$ cat config.mk
export PLATFORM = sky130hd
export DESIGN_NAME = id_range_overlap_registry_core
export DESIGN_NICKNAME = d
export VERILOG_FILES = /design/src/sv/iro_pkg.sv /design/src/sv/iro_table.sv /design/src/sv/iro_cmp.sv /design/src/sv/id_range_overlap_registry_core.sv
export VERILOG_INCLUDE_DIRS = /design/src /design/src/sv
export SDC_FILE = /design/constraint.sdc
export NUM_CORES = 2
export LEC_CHECK = 0
export BUFFER_PORTS_ARGS = -buffer_cell sky130_fd_sc_hd__buf_2
export CORE_MARGIN = 2
export CORE_UTILIZATION = 40
export CTS_BUF_LIST = sky130_fd_sc_hd__clkbuf_4 sky130_fd_sc_hd__clkbuf_8 sky130_fd_sc_hd__clkbuf_16
export DETAILED_ROUTE_END_ITERATION = 8
export PLACE_DENSITY_LB_ADDON = 0.08
export RECOVER_POWER = 25
export SLEW_MARGIN = 10
export SYNTH_ARGS = -nofsm -noshare
export SYNTH_HDL_FRONTEND = slang
export SYNTH_HIERARCHICAL = 1
export SYNTH_SLANG_ARGS = --single-unit
$ cat constraint.sdc
create_clock -name clk -period 5.46 [get_ports clk]
set_clock_uncertainty 0.05 [all_clocks]
set_input_delay 0.273 -clock clk [delete_from_list [all_inputs] [get_ports clk]]
set_output_delay 0.273 -clock clk [all_outputs]
set_load 0.01 [all_outputs]
$ cat src/sv/id_range_overlap_registry_core_assert.svh
// ---------------------------------------------------------------------------
// id_range_overlap_registry_core_assert.svh
// assertion macros shared by the interval registry rtl
// ---------------------------------------------------------------------------
`ifndef ID_RANGE_OVERLAP_REGISTRY_CORE_ASSERT_SVH
`define ID_RANGE_OVERLAP_REGISTRY_CORE_ASSERT_SVH

// same-cycle implication, sampled on clk, off during reset
`define IRO_ASSERT_IMP(label, ante, cons) \
	label: assert property (@(posedge clk) disable iff (!arst_n) (ante) |-> (cons)) \
		else $error("interval registry check failed");

// next-cycle implication, sampled on clk, off during reset
`define IRO_ASSERT_NEXT(label, ante, cons) \
	label: assert property (@(posedge clk) disable iff (!arst_n) (ante) |=> (cons)) \
		else $error("interval registry check failed");

`endif

$ cat src/sv/iro_pkg.sv
// ---------------------------------------------------------------------------
// iro_pkg
// shared constants and types of the identifier interval registry
// ---------------------------------------------------------------------------
package iro_pkg;

	localparam int MAX_INTERVALS_DEF = 64;
	localparam int ID_BITS_DEF       = 14;

	localparam int STATUS_W  = 3;
	localparam int CFG_IDX_W = 2;

	localparam logic [CFG_IDX_W-1:0] CFG_LOWEST  = 2'd0;
	localparam logic [CFG_IDX_W-1:0] CFG_HIGHEST = 2'd1;

	localparam int LOWEST_RST  = 1;
	localparam int HIGHEST_RST = 7999;

	typedef enum logic [STATUS_W-1:0] {
		ST_EMPTY      = 3'd0,
		ST_REGISTERED = 3'd1,
		ST_REVERSED   = 3'd2,
		ST_OUTSIDE    = 3'd3,
		ST_OVERLAP    = 3'd4,
		ST_FULL       = 3'd5
	} status_t;

endpackage

$ cat src/sv/iro_table.sv
// ---------------------------------------------------------------------------
// iro_table
// interval storage: one write port, one registered read port
// ---------------------------------------------------------------------------
module iro_table #(
	parameter int MAX_INTERVALS = iro_pkg::MAX_INTERVALS_DEF,
	parameter int ID_BITS       = iro_pkg::ID_BITS_DEF,
	parameter int AW            = (MAX_INTERVALS > 1) ? $clog2(MAX_INTERVALS) : 1
) (
	input  logic               clk,
	input  logic               wr_en,
	input  logic [AW-1:0]      wr_addr,
	input  logic [ID_BITS-1:0] wr_start,
	input  logic [ID_BITS:0]   wr_end,
	input  logic               rd_en,
	input  logic [AW-1:0]      rd_addr,
	output logic [ID_BITS-1:0] rd_start,
	output logic [ID_BITS:0]   rd_end
);
	import iro_pkg::*;

	localparam int DW = 2 * ID_BITS + 1;

	logic [DW-1:0] mem [MAX_INTERVALS];
	logic [DW-1:0] rd_data_q;

	always_ff @(posedge clk) begin
		if (wr_en) begin
			mem[wr_addr] <= {wr_start, wr_end};
		end
	end

	always_ff @(posedge clk) begin
		if (rd_en) begin
			rd_data_q <= mem[rd_addr];
		end
	end

	assign rd_start = rd_data_q[DW-1:ID_BITS+1];
	assign rd_end   = rd_data_q[ID_BITS:0];

endmodule

$ cat src/sv/iro_cmp.sv
// ---------------------------------------------------------------------------
// iro_cmp
// shared overlap compare unit, one stored interval per cycle
// ---------------------------------------------------------------------------
module iro_cmp #(
	parameter int ID_BITS = iro_pkg::ID_BITS_DEF
) (
	input  logic [ID_BITS-1:0] req_first,
	input  logic [ID_BITS:0]   req_last,
	input  logic [ID_BITS-1:0] ent_start,
	input  logic [ID_BITS:0]   ent_end,
	output logic               hit
);
	import iro_pkg::*;

	logic below;
	logic above;

	assign below = req_last < {1'b0, ent_start};
	assign above = {1'b0, req_first} > ent_end;
	assign hit   = !(below || above);

endmodule

$ cat src/sv/id_range_overlap_registry_core.sv
// ---------------------------------------------------------------------------
// id_range_overlap_registry_core
// registry of claimed identifier intervals with overlap and limit checks
// ---------------------------------------------------------------------------
// usage:
//   a request transfers when start is high and busy is low; it carries
//   first_id and id_count. one result per request is shown on status and
//   entries_used for exactly one cycle, marked by done; the receiver cannot
//   stall, so it must take the result in that cycle.
//   empty, reversed and out-of-limit requests finish at once (done is
//   high in the cycle after the transfer). all others scan the stored
//   intervals through the single compare unit, one table read per cycle;
//   a hit ends the scan early.
//   busy is low again in the cycle that shows done, so a new request may
//   transfer while the previous result is on the ports.
//   cfg_we writes lowest (index 0) or highest (index 1) limit at once;
//   other indexes are ignored. write only while busy is low.
//   reset clears the entry count and restores the limits to 1 and 7999;
//   table contents are not cleared and are read only after being written.
// ---------------------------------------------------------------------------
module id_range_overlap_registry_core #(
	parameter int MAX_INTERVALS = iro_pkg::MAX_INTERVALS_DEF,
	parameter int ID_BITS       = iro_pkg::ID_BITS_DEF,
	parameter int CW            = $clog2(MAX_INTERVALS + 1)
) (
	input  logic                          clk,
	input  logic                          arst_n,
	input  logic                          cfg_we,
	input  logic [iro_pkg::CFG_IDX_W-1:0] cfg_index,
	input  logic [ID_BITS-1:0]            cfg_wdata,
	input  logic                          start,
	output logic                          busy,
	input  logic [ID_BITS-1:0]            first_id,
	input  logic [ID_BITS-1:0]            id_count,
	output logic                          done,
	output logic [iro_pkg::STATUS_W-1:0]  status,
	output logic [CW-1:0]                 entries_used
);
	import iro_pkg::*;

	localparam int AW = (MAX_INTERVALS > 1) ? $clog2(MAX_INTERVALS) : 1;

	typedef enum logic {
		S_IDLE,
		S_SCAN
	} state_t;

	state_t               state_q;
	logic                 done_q;
	status_t              status_q;
	logic [CW-1:0]        entries_used_q;
	logic [CW-1:0]        count_q;
	logic [CW-1:0]        idx_q;
	logic                 rd_vld_q;
	logic [ID_BITS-1:0]   lowest_q;
	logic [ID_BITS-1:0]   highest_q;
	logic [ID_BITS-1:0]   first_q;
	logic [ID_BITS:0]     last_q;

	logic [ID_BITS:0]     last_c;
	logic                 outside_c;
	logic                 issue;
	logic                 full;
	logic                 hit;
	logic                 wr_en;
	logic                 rd_en;
	logic [ID_BITS-1:0]   rd_start;
	logic [ID_BITS:0]     rd_end;

	// limit registers
	always_ff @(posedge clk or negedge arst_n) begin
		if (!arst_n) begin
			lowest_q  <= ID_BITS'(LOWEST_RST);
			highest_q <= ID_BITS'(HIGHEST_RST);
		end else if (cfg_we) begin
			case (cfg_index)
				CFG_LOWEST:  lowest_q  <= cfg_wdata;
				CFG_HIGHEST: highest_q <= cfg_wdata;
				default: ;
			endcase
		end
	end

	// early checks on the incoming request
	assign last_c    = {1'b0, first_id} + {1'b0, id_count} - (ID_BITS + 1)'(1);
	assign outside_c = (first_id < lowest_q) || (last_c > {1'b0, highest_q});

	assign issue = (state_q == S_SCAN) && (idx_q < count_q);
	assign full  = (count_q == CW'(MAX_INTERVALS));
	assign rd_en = issue;
	assign wr_en = (state_q == S_SCAN) && !issue && !rd_vld_q && !full;

	always_ff @(posedge clk) begin
		if (state_q == S_IDLE && start) begin
			first_q <= first_id;
			last_q  <= last_c;
		end
	end

	iro_table #(
		.MAX_INTERVALS(MAX_INTERVALS),
		.ID_BITS      (ID_BITS),
		.AW           (AW)
	) u_table (
		.clk     (clk),
		.wr_en   (wr_en),
		.wr_addr (count_q[AW-1:0]),
		.wr_start(first_q),
		.wr_end  (last_q),
		.rd_en   (rd_en),
		.rd_addr (idx_q[AW-1:0]),
		.rd_start(rd_start),
		.rd_end  (rd_end)
	);

	iro_cmp #(
		.ID_BITS(ID_BITS)
	) u_cmp (
		.req_first(first_q),
		.req_last (last_q),
		.ent_start(rd_start),
		.ent_end  (rd_end),
		.hit      (hit)
	);

	// sequencer and result registers
	always_ff @(posedge clk or negedge arst_n) begin
		if (!arst_n) begin
			state_q        <= S_IDLE;
			done_q         <= 1'b0;
			status_q       <= ST_EMPTY;
			entries_used_q <= '0;
			count_q        <= '0;
			idx_q          <= '0;
			rd_vld_q       <= 1'b0;
		end else begin
			done_q <= 1'b0;
			case (state_q)
				S_IDLE: begin
					if (start) begin
						idx_q    <= '0;
						rd_vld_q <= 1'b0;
						if (first_id == '0 && id_count == '0) begin
							done_q         <= 1'b1;
							status_q       <= ST_EMPTY;
							entries_used_q <= count_q;
						end else if (id_count == '0) begin
							done_q         <= 1'b1;
							status_q       <= ST_REVERSED;
							entries_used_q <= count_q;
						end else if (outside_c) begin
							done_q         <= 1'b1;
							status_q       <= ST_OUTSIDE;
							entries_used_q <= count_q;
						end else begin
							state_q <= S_SCAN;
						end
					end
				end
				S_SCAN: begin
					rd_vld_q <= issue;
					if (issue) begin
						idx_q <= idx_q + CW'(1);
					end
					if (rd_vld_q && hit) begin
						done_q         <= 1'b1;
						status_q       <= ST_OVERLAP;
						entries_used_q <= count_q;
						state_q        <= S_IDLE;
					end else if (!issue && !rd_vld_q) begin
						done_q  <= 1'b1;
						state_q <= S_IDLE;
						if (full) begin
							status_q       <= ST_FULL;
							entries_used_q <= count_q;
						end else begin
							status_q       <= ST_REGISTERED;
							count_q        <= count_q + CW'(1);
							entries_used_q <= count_q + CW'(1);
						end
					end
				end
				default: begin
					state_q <= S_IDLE;
				end
			endcase
		end
	end

	assign busy         = (state_q != S_IDLE);
	assign done         = done_q;
	assign status       = status_q;
	assign entries_used = entries_used_q;

`include "id_range_overlap_registry_core_assert.svh"

	`IRO_ASSERT_IMP(a_done_not_busy, done_q, !busy)
	`IRO_ASSERT_IMP(a_count_bound, 1'b1, count_q <= CW'(MAX_INTERVALS))
	`IRO_ASSERT_IMP(a_used_matches, done_q, entries_used_q == count_q)
	`IRO_ASSERT_NEXT(a_transfer_progress, start && !busy, busy || done_q)

endmodule
; ---- Word-level counts from Yosys, hierarchy flattened
; Memories as Yosys holds them, arrays and structs flattened. A register that Yosys moved wholly into a read port is not among the register bits.
; Cells that the tools add are included.
[classes]
addsub = 4
n_mul = 0
n_div = 0
n_lt_le_gt_ge = 5
n_eq_ne = 6
shift = 0
mux = 37
bitwise_logic = 2
n_reduce_logical = 22
[ops]
columns = operator, count
row1 = 7-bit two-way mux, 9
row2 = 14-bit zero test, 2
row3 = 7-bit one-hot mux with 2 select lines, 2
row4 = 3-bit two-way mux, 7
row5 = 14-bit by 14-bit adder with 15-bit output, 1
row6 = 14-bit by 15-bit greater-than comparator with 1-bit output, 1
row7 = 15-bit by 14-bit greater-than comparator with 1-bit output, 1
row8 = 15-bit by 14-bit < comparator with 1-bit output, 1
row9 = 1-bit two-way mux, 15
row10 = "15-bit by 1-bit subtractor with 15-bit output, second input constant", 1
row11 = "7-bit by 1-bit adder with 7-bit output, second input constant", 2
row12 = 14-bit < comparator, 1
row13 = 1-bit logical AND, 8
row14 = "7-bit == test, second input constant", 1
row15 = 7-bit < comparator, 1
row16 = 1-bit one-hot mux with 2 select lines, 3
row17 = 3-bit one-hot mux with 2 select lines, 1
row18 = 2-bit AND reduction, 3
row19 = 3-bit AND reduction, 2
row20 = 1-bit zero test, 4
row21 = "4-bit by 2-bit inequality test with 1-bit output, second input constant", 1
row22 = "3-bit by 1-bit inequality test with 1-bit output, second input constant", 1
row23 = "2-bit by 1-bit == test with 1-bit output, second input constant", 1
row24 = 2-bit zero test, 1
row25 = other kinds (4), 6
[totals]
regBits = 84
latchBits = 0
ramBits = 1856
rom_bits = 0
in_bits = 48
out_inout_bits = 12
wordCells = 88
n_memories = 1
[mem_list]
columns = name, words, width, rd, rd_clocked_by_memory_dff, wr, line_no
row1 = u_table.mem, 64, 29, 1, 1, 1, iro_table.sv:24  ; logic [DW-1:0] mem [MAX_INTERVALS];

; ---- Longest topological paths before layout
[depth]
depth_word = 9
ltp_mapped = 20
mapped_depth_nobuf = 20

; ---- Hierarchy
; Netlist, hierarchy kept.
[modules_own_cells]
columns = module, n_inst, cells_per_inst, area_each_um2, seq_area_each_um2
row1 = iro_table, 1, 3407, 72908.7, 56604.3
row2 = id_range_overlap_registry_core, 1, 514, 5103.6, 2262.2
row3 = iro_cmp, 1, 94, 704.4, 0.0

; ---- Worst setup path after synthesis
; OpenSTA, ideal clock, no wires.
[synth_path]
path_kind = reg2reg
startpoint = register count_q[4]
endpoint = memory u_table/mem[48][0] in the netlist's numbering (enable)
setup_ns = 0.451
t_arrival_ns = 4.151
t_required_ns = 4.959
path_slack_ns = 0.808
path_stages_with_launch = 13
path_buffers = 1
synth_period_minus_slack_ns = 4.652
cell_sequence = dfrtp_1 -> clkbuf_1 -> inv_1 -> ha_1 -> and3_1 -> o21ai_0 -> o211ai_1 -> and2_1 -> nand2b_1 -> inv_1 -> nor2b_1 -> nand4b_1 -> nor3_1
[synth_between]
elab_chain_len = 8
elab_cells_between_ends = 10
classes_between = order compare: 1 / eq/ne: 1 / mux: 2 / reduce/logical: 6
[synth_rtl]
columns = item, line_no
row1 = start: declaration, id_range_overlap_registry_core.sv:52  ; logic [CW-1:0] count_q;
row2 = start signal: assignment, id_range_overlap_registry_core.sv:178  ; count_q <= count_q + CW'(1);
row3 = 7-bit < comparator, id_range_overlap_registry_core.sv:88  ; assign issue = (state_q == S_SCAN) && (idx_q < count_q);
row4 = 1-bit logical AND, id_range_overlap_registry_core.sv:88
row5 = 1-bit zero test, id_range_overlap_registry_core.sv:91  ; assign wr_en = (state_q == S_SCAN) && !issue && !rd_vld_q && !full;
row6 = 1-bit logical AND (2 in series), id_range_overlap_registry_core.sv:91
row7 = 1-bit logical AND *, id_range_overlap_registry_core.sv:91
row8 = net wr_en, id_range_overlap_registry_core.sv:65  ; logic wr_en;
row9 = 1-bit two-way mux *, iro_table.sv:28  ; if (wr_en) begin
row10 = 1-bit two-way mux (not written as such) *, iro_table.sv:29  ; mem[wr_addr] <= {wr_start, wr_end};
row11 = end: declaration, iro_table.sv:24
; The timed path passes the listed nets; every way through them passes the cells marked *.

; ---- Final worst setup path
[layout_path]
startpoint = input port first_id[1]
endpoint = register entries_used_q[3] (netlist: entries_used[3])
[layout_between]
elab_chain_len = 6
elab_cells_between_ends = 12
classes_between = add/sub: 2 / order compare: 2 / eq/ne: 1 / mux: 3 / reduce/logical: 4
[layout_rtl]
columns = item, line_no
row1 = start: declaration, id_range_overlap_registry_core.sv:33  ; input logic [ID_BITS-1:0] first_id,
row2 = 14-bit by 14-bit adder with 15-bit output, id_range_overlap_registry_core.sv:85  ; assign last_c = {1'b0, first_id} + {1'b0, id_count} - (ID_BITS + 1)'(1);
row3 = 15-bit by 1-bit subtractor with 15-bit output, id_range_overlap_registry_core.sv:85
row4 = net last_c[13], id_range_overlap_registry_core.sv:60  ; logic [ID_BITS:0] last_c;
row5 = 15-bit by 14-bit greater-than comparator with 1-bit output, id_range_overlap_registry_core.sv:86  ; assign outside_c = (first_id < lowest_q) || (last_c > {1'b0, highest_q});
row6 = 1-bit logical OR, id_range_overlap_registry_core.sv:86
row7 = 4-bit by 2-bit inequality test with 1-bit output (no source line), --
row8 = 3-bit AND reduction (no source line), --
row9 = end signal: assignment, id_range_overlap_registry_core.sv:146  ; entries_used_q <= count_q;
row10 = end signal: assignment, id_range_overlap_registry_core.sv:150  ; entries_used_q <= count_q;
row11 = end signal: assignment, id_range_overlap_registry_core.sv:154  ; entries_used_q <= count_q;
row12 = end: declaration, id_range_overlap_registry_core.sv:51  ; logic [CW-1:0] entries_used_q;
; The timed path passes the listed nets, and every way through them passes these cells. The select of a mux whose other input is x is not followed.
; A chain may end at the register's enable or synchronous reset.

==> reports/summary.md <==
The run finished, with violations left. The checks that failed: capacitance limit, slew limit. The synthesis-to-finish area growth is 14.4%, and the proportion of total power due to net switching is 26.2%. The run gives 60 as the number of ports placed on the die boundary.

The tree is rooted in a clkbuf_16. For the pin count of the biggest net entering global routing, the log shows 100. Fill cells in the final layout number 16600. The cell area after synthesis came out at 78700 µm².

Of the total synthesized cell area, the portion taken by AND, OR, NAND and NOR gates is 2.24%. The number of buffers and inverters on the critical path is 4. Dominant combinational cell family by area after synthesis: multiplexers. The logs give 1969 for the number of clock sinks and 0 for the global route total overflow. The summed negative setup slack over all endpoints was 0 ps.

In the final routed layout, each cell accounts on average for 31.4 µm. The fraction of synthesized cell area in xor and xnor cells came out at 0.189%. Once routing completed, OpenROAD measured the worst setup slack at 881 ps.

Deepest clock path buffer count: 3. The number of nets in the synthesized netlist is 4154. In this design, the critical path's most frequently occurring cell is ha_1. The final clock period utilization by the worst path is 83.9%.

Final wirelength: 223000 µm. Based on the critical path, the design can be clocked at up to 218 MHz. The total area inside the core boundary comes to 195000 µm². Multiplexer share of the synthesized area: 14.4%. Leaving out fill and tap cells, the most frequent cell in the layout is edfxtp_1. After synthesis the netlist holds a flip-flop and latch count of 1969. Final-report max-slew violation count: 1392. The slew of the pin with the lowest slew margin was 4430 ps; the endpoint required time on the critical path was 6160 ps. Across the run, the number of max-cap violations was 22.

Sequential elements use 74.8% of the synthesized area. Once detail routing completed, the nets flagged for antenna violations numbered 0. Input and output buffers added on the ports amount to 59. The share of synthesized flip-flops with an asynchronous set or reset is 2.79%, and the post-synthesis compound-gate area fraction is 4.61%.

After technology mapping, the gate count stands at 4015. Counting flops with a built-in enable in the synthesized netlist gives 1914. The tools report the post-cts resize count as 0. The tools report the initial antenna violation count as 13. The first global-routing pass estimated 314000 µm of wire. The logs give 28.0 nW for the total leakage power and 618 ps for the worst-case setup slack after placement.

For this run, the slowest stage of the critical path takes 530 ps. The run gives 0.802 as the placer's final routability congestion estimate. The sequential share of power is 48.9%, and the highest net fanout along the worst path is 10. The floorplan has 162 rows. The share of synthesized cell area in full adder, half adder and majority cells is 1.46%, and the share of total power in combinational logic is 14.0%.

The netlist uses 78 different library cells. The internal power component is 0.0272 W. The path type of the worst setup path was input pin to flip-flop. The clock reaches the later pin of the worst-skew pair after 860 ps. TritonCTS built the clock tree. After synthesis, the mean cell area works out to 19.6 µm². In this run the worst hold path is classified as input pin to flip-flop. Once the floorplan was initialized, standard cells occupied 40.3% of the core. The H-tree was split into 4 levels. The number of global-route vias before repair is 40200. The net count of the finished layout is 4445. In the final layout, the multi-input gates occupy 18600 µm².

In the synthesized netlist the dominant register cell turns out to be edfxtp_1. STA classifies the critical path startpoint as an input pin. The HPWL reported at the end of detailed placement is 130000 µm. The number of failing setup endpoints in the final timing report is 0.

Yosys printed 6 warnings. The ratio of total power to cell area came out at 409 nW/µm². Measured against its own limit, the worst slew margin works out to -196%.

The critical path's slowest cell is dlygate4sd3_1. The tools report the maximum vdd drop as 0.000309 V. The clock transition at the register clock pins on the worst setup and hold paths after CTS is 60 ps. The worst setup path is captured at a flip-flop.

The fraction of final layout cells with drive strength greater than 1 came out at 22.8%. The first detailed-routing pass took 5 iterations. For the detailed router's first-iteration violation count, the log shows 4036.

From bottom edge to top edge, the die measures 448 µm. Remaining routing DRC violations: 0. The part of the total power dissipated in the clock network was 37.1%. The register area was 58900 µm². The gate family responsible for the most delay along the worst path was compound AO/OA/AOI/OAI gates. Setup repair after global routing left no endpoint under its margin. The data arrival time at the worst-slack endpoint is 5280 ps, and the die extent in x is 448 µm. Walking the worst path, the cells encountered are dlygate4sd3_1 > clkbuf_1 > inv_1 > ha_1 > inv_1 > ha_1 > fa_1 > a21o_1 > a21oi_1 > nor2_1 > o21ai_0 > o21bai_1 > a21boi_0 > xnor2_1 > ha_1 > nand3_1 > nor2_1 > a2111oi_0 > a22o_2 > o211ai_4 > a21oi_4 > mux2_2.

The floorplan step defined a die boundary enclosing 200000 µm². Clock tree synthesis inserted a total of 208 buffers. The top cell types in the final layout, fill and taps aside, are 1914 x edfxtp_1, 372 x mux2i_1, 291 x mux4_2. The via density per instance works out to 5.59.

For this run, the total global-route usage over all layers was measured as 22.4%. The worst path needs 4580 ps of the cycle, external delays included. For this block, the via count after detailed routing is 39700.

The logs give 0 for the number of endpoints with negative hold slack in the final report and 0.00966 W for the switching power of the nets.
## through the flow
stage / total power [W] / cells / hold WS (ps) / utilization, % / area (µm²)
after floorplan: 0.0213 / 4015 / -72.6 / - / 78700
after global placement: 0.0234 / 6667 / 438 / 42.5 / 83000
after detailed placement: 0.0235 / 6667 / 446 / 42.5 / 83000
after CTS: 0.0371 / 7104 / 42.1 / 46.2 / 90200
after global routing: 0.0381 / 7104 / 122 / 46.1 / 90100
final: 0.0368 / 7108 / 132 / 46.1 / 90100
## worst paths after layout
path                               start                  end  slack (ps)  cells past startpoint
max                          first_id[1]      entries_used[3]         880                     22
min in group asynchronous         arst_n         lowest_q[10]        1110                      3
min                          id_count[1]            last_q[1]         130                      5
min reg2reg                highest_q[13]        highest_q[13]         460                      1
max in group asynchronous         arst_n             idx_q[4]        1910                      3
max reg2reg                   first_q[7]  u_table/mem[25][22]         970                      1
## synth_stat cells, types with 20 or more instances
cell / count / area (µm²)
inv_1: 130 / 488
o211a_1: 20 / 200
nand3_1: 33 / 165
edfxtp_1: 1914 / 57500
nor2_1: 99 / 372
buf_4: 35 / 263
buf_6: 23 / 259
nand2_1: 48 / 180
a22oi_1: 161 / 1210
mux2_2: 73 / 822
dfrtp_1: 43 / 1080
buf_2: 59 / 295
ha_1: 90 / 1130
mux2i_1: 372 / 3720
o211ai_1: 23 / 173
a211oi_1: 22 / 165
mux4_2: 291 / 6550
o22ai_1: 41 / 257
a31oi_1: 26 / 163
o21ai_0: 70 / 350
a21oi_1: 97 / 485
clkbuf_1: 72 / 270
nor2b_1: 35 / 219
## repair_timing
| item | CTS | global route |
|---|---|---|
| hold endpoints to repair | 107 | 0 |
| setup buffers | 0 | 0 |
| hold buffers | 53 | 0 |
## flip-flops by register name, indices dropped and copies added, names as in the netlist
name               flops
first_q               14
u_table/rd_data_q     29
entries_used           7
busy                   1
rd_vld_q               1
done                   1
u_table/mem         1856
last_q                15
status                 3
highest_q             14
lowest_q              14
idx_q                  7
count_q                7
## power by group through the flow
stage	clock, W	combinational (W)	sequential [W]
floorplan	0	0.00279	0.0185
global placement	0	0.00520	0.0182
detailed placement	0	0.00524	0.0182
CTS	0.0140	0.00529	0.0179
global route	0.0145	0.00554	0.0181
finish	0.0137	0.00516	0.0180
## cell type report
class,count,share of cell area [%]
antenna,4,0.0111
tap,2624,3.65
timing repair buffer,286,2.43
sequential,1969,65.4
clock inverter,105,0.983
multi-input combinational,1711,20.6
inverter,130,0.542
clock buffer,279,6.38
## worst min-delay path, stage by stage
cell and delay (ps):
buf_2 110, inv_1 60, ha_1 220, inv_1 50
ha_1 190
## logic make-up after synthesis
logic type / after synthesis
flops: 1969
xor+xnor: 17
simple gates: 328
buf+inv: 335
fa+ha+maj: 91
mux: 745
compound gates: 530
## metal layers
metal  part of all wire, %  global-route usage (%)  up-vias
li1                      -                       -    17000
met1                    46                    33.1    21400
met4                   2.3                    5.79        0
met5                     0                       0        -
met3                   5.0                    3.27      245
met2                    47                    35.0     1032
(Power assumes the default switching activity.)
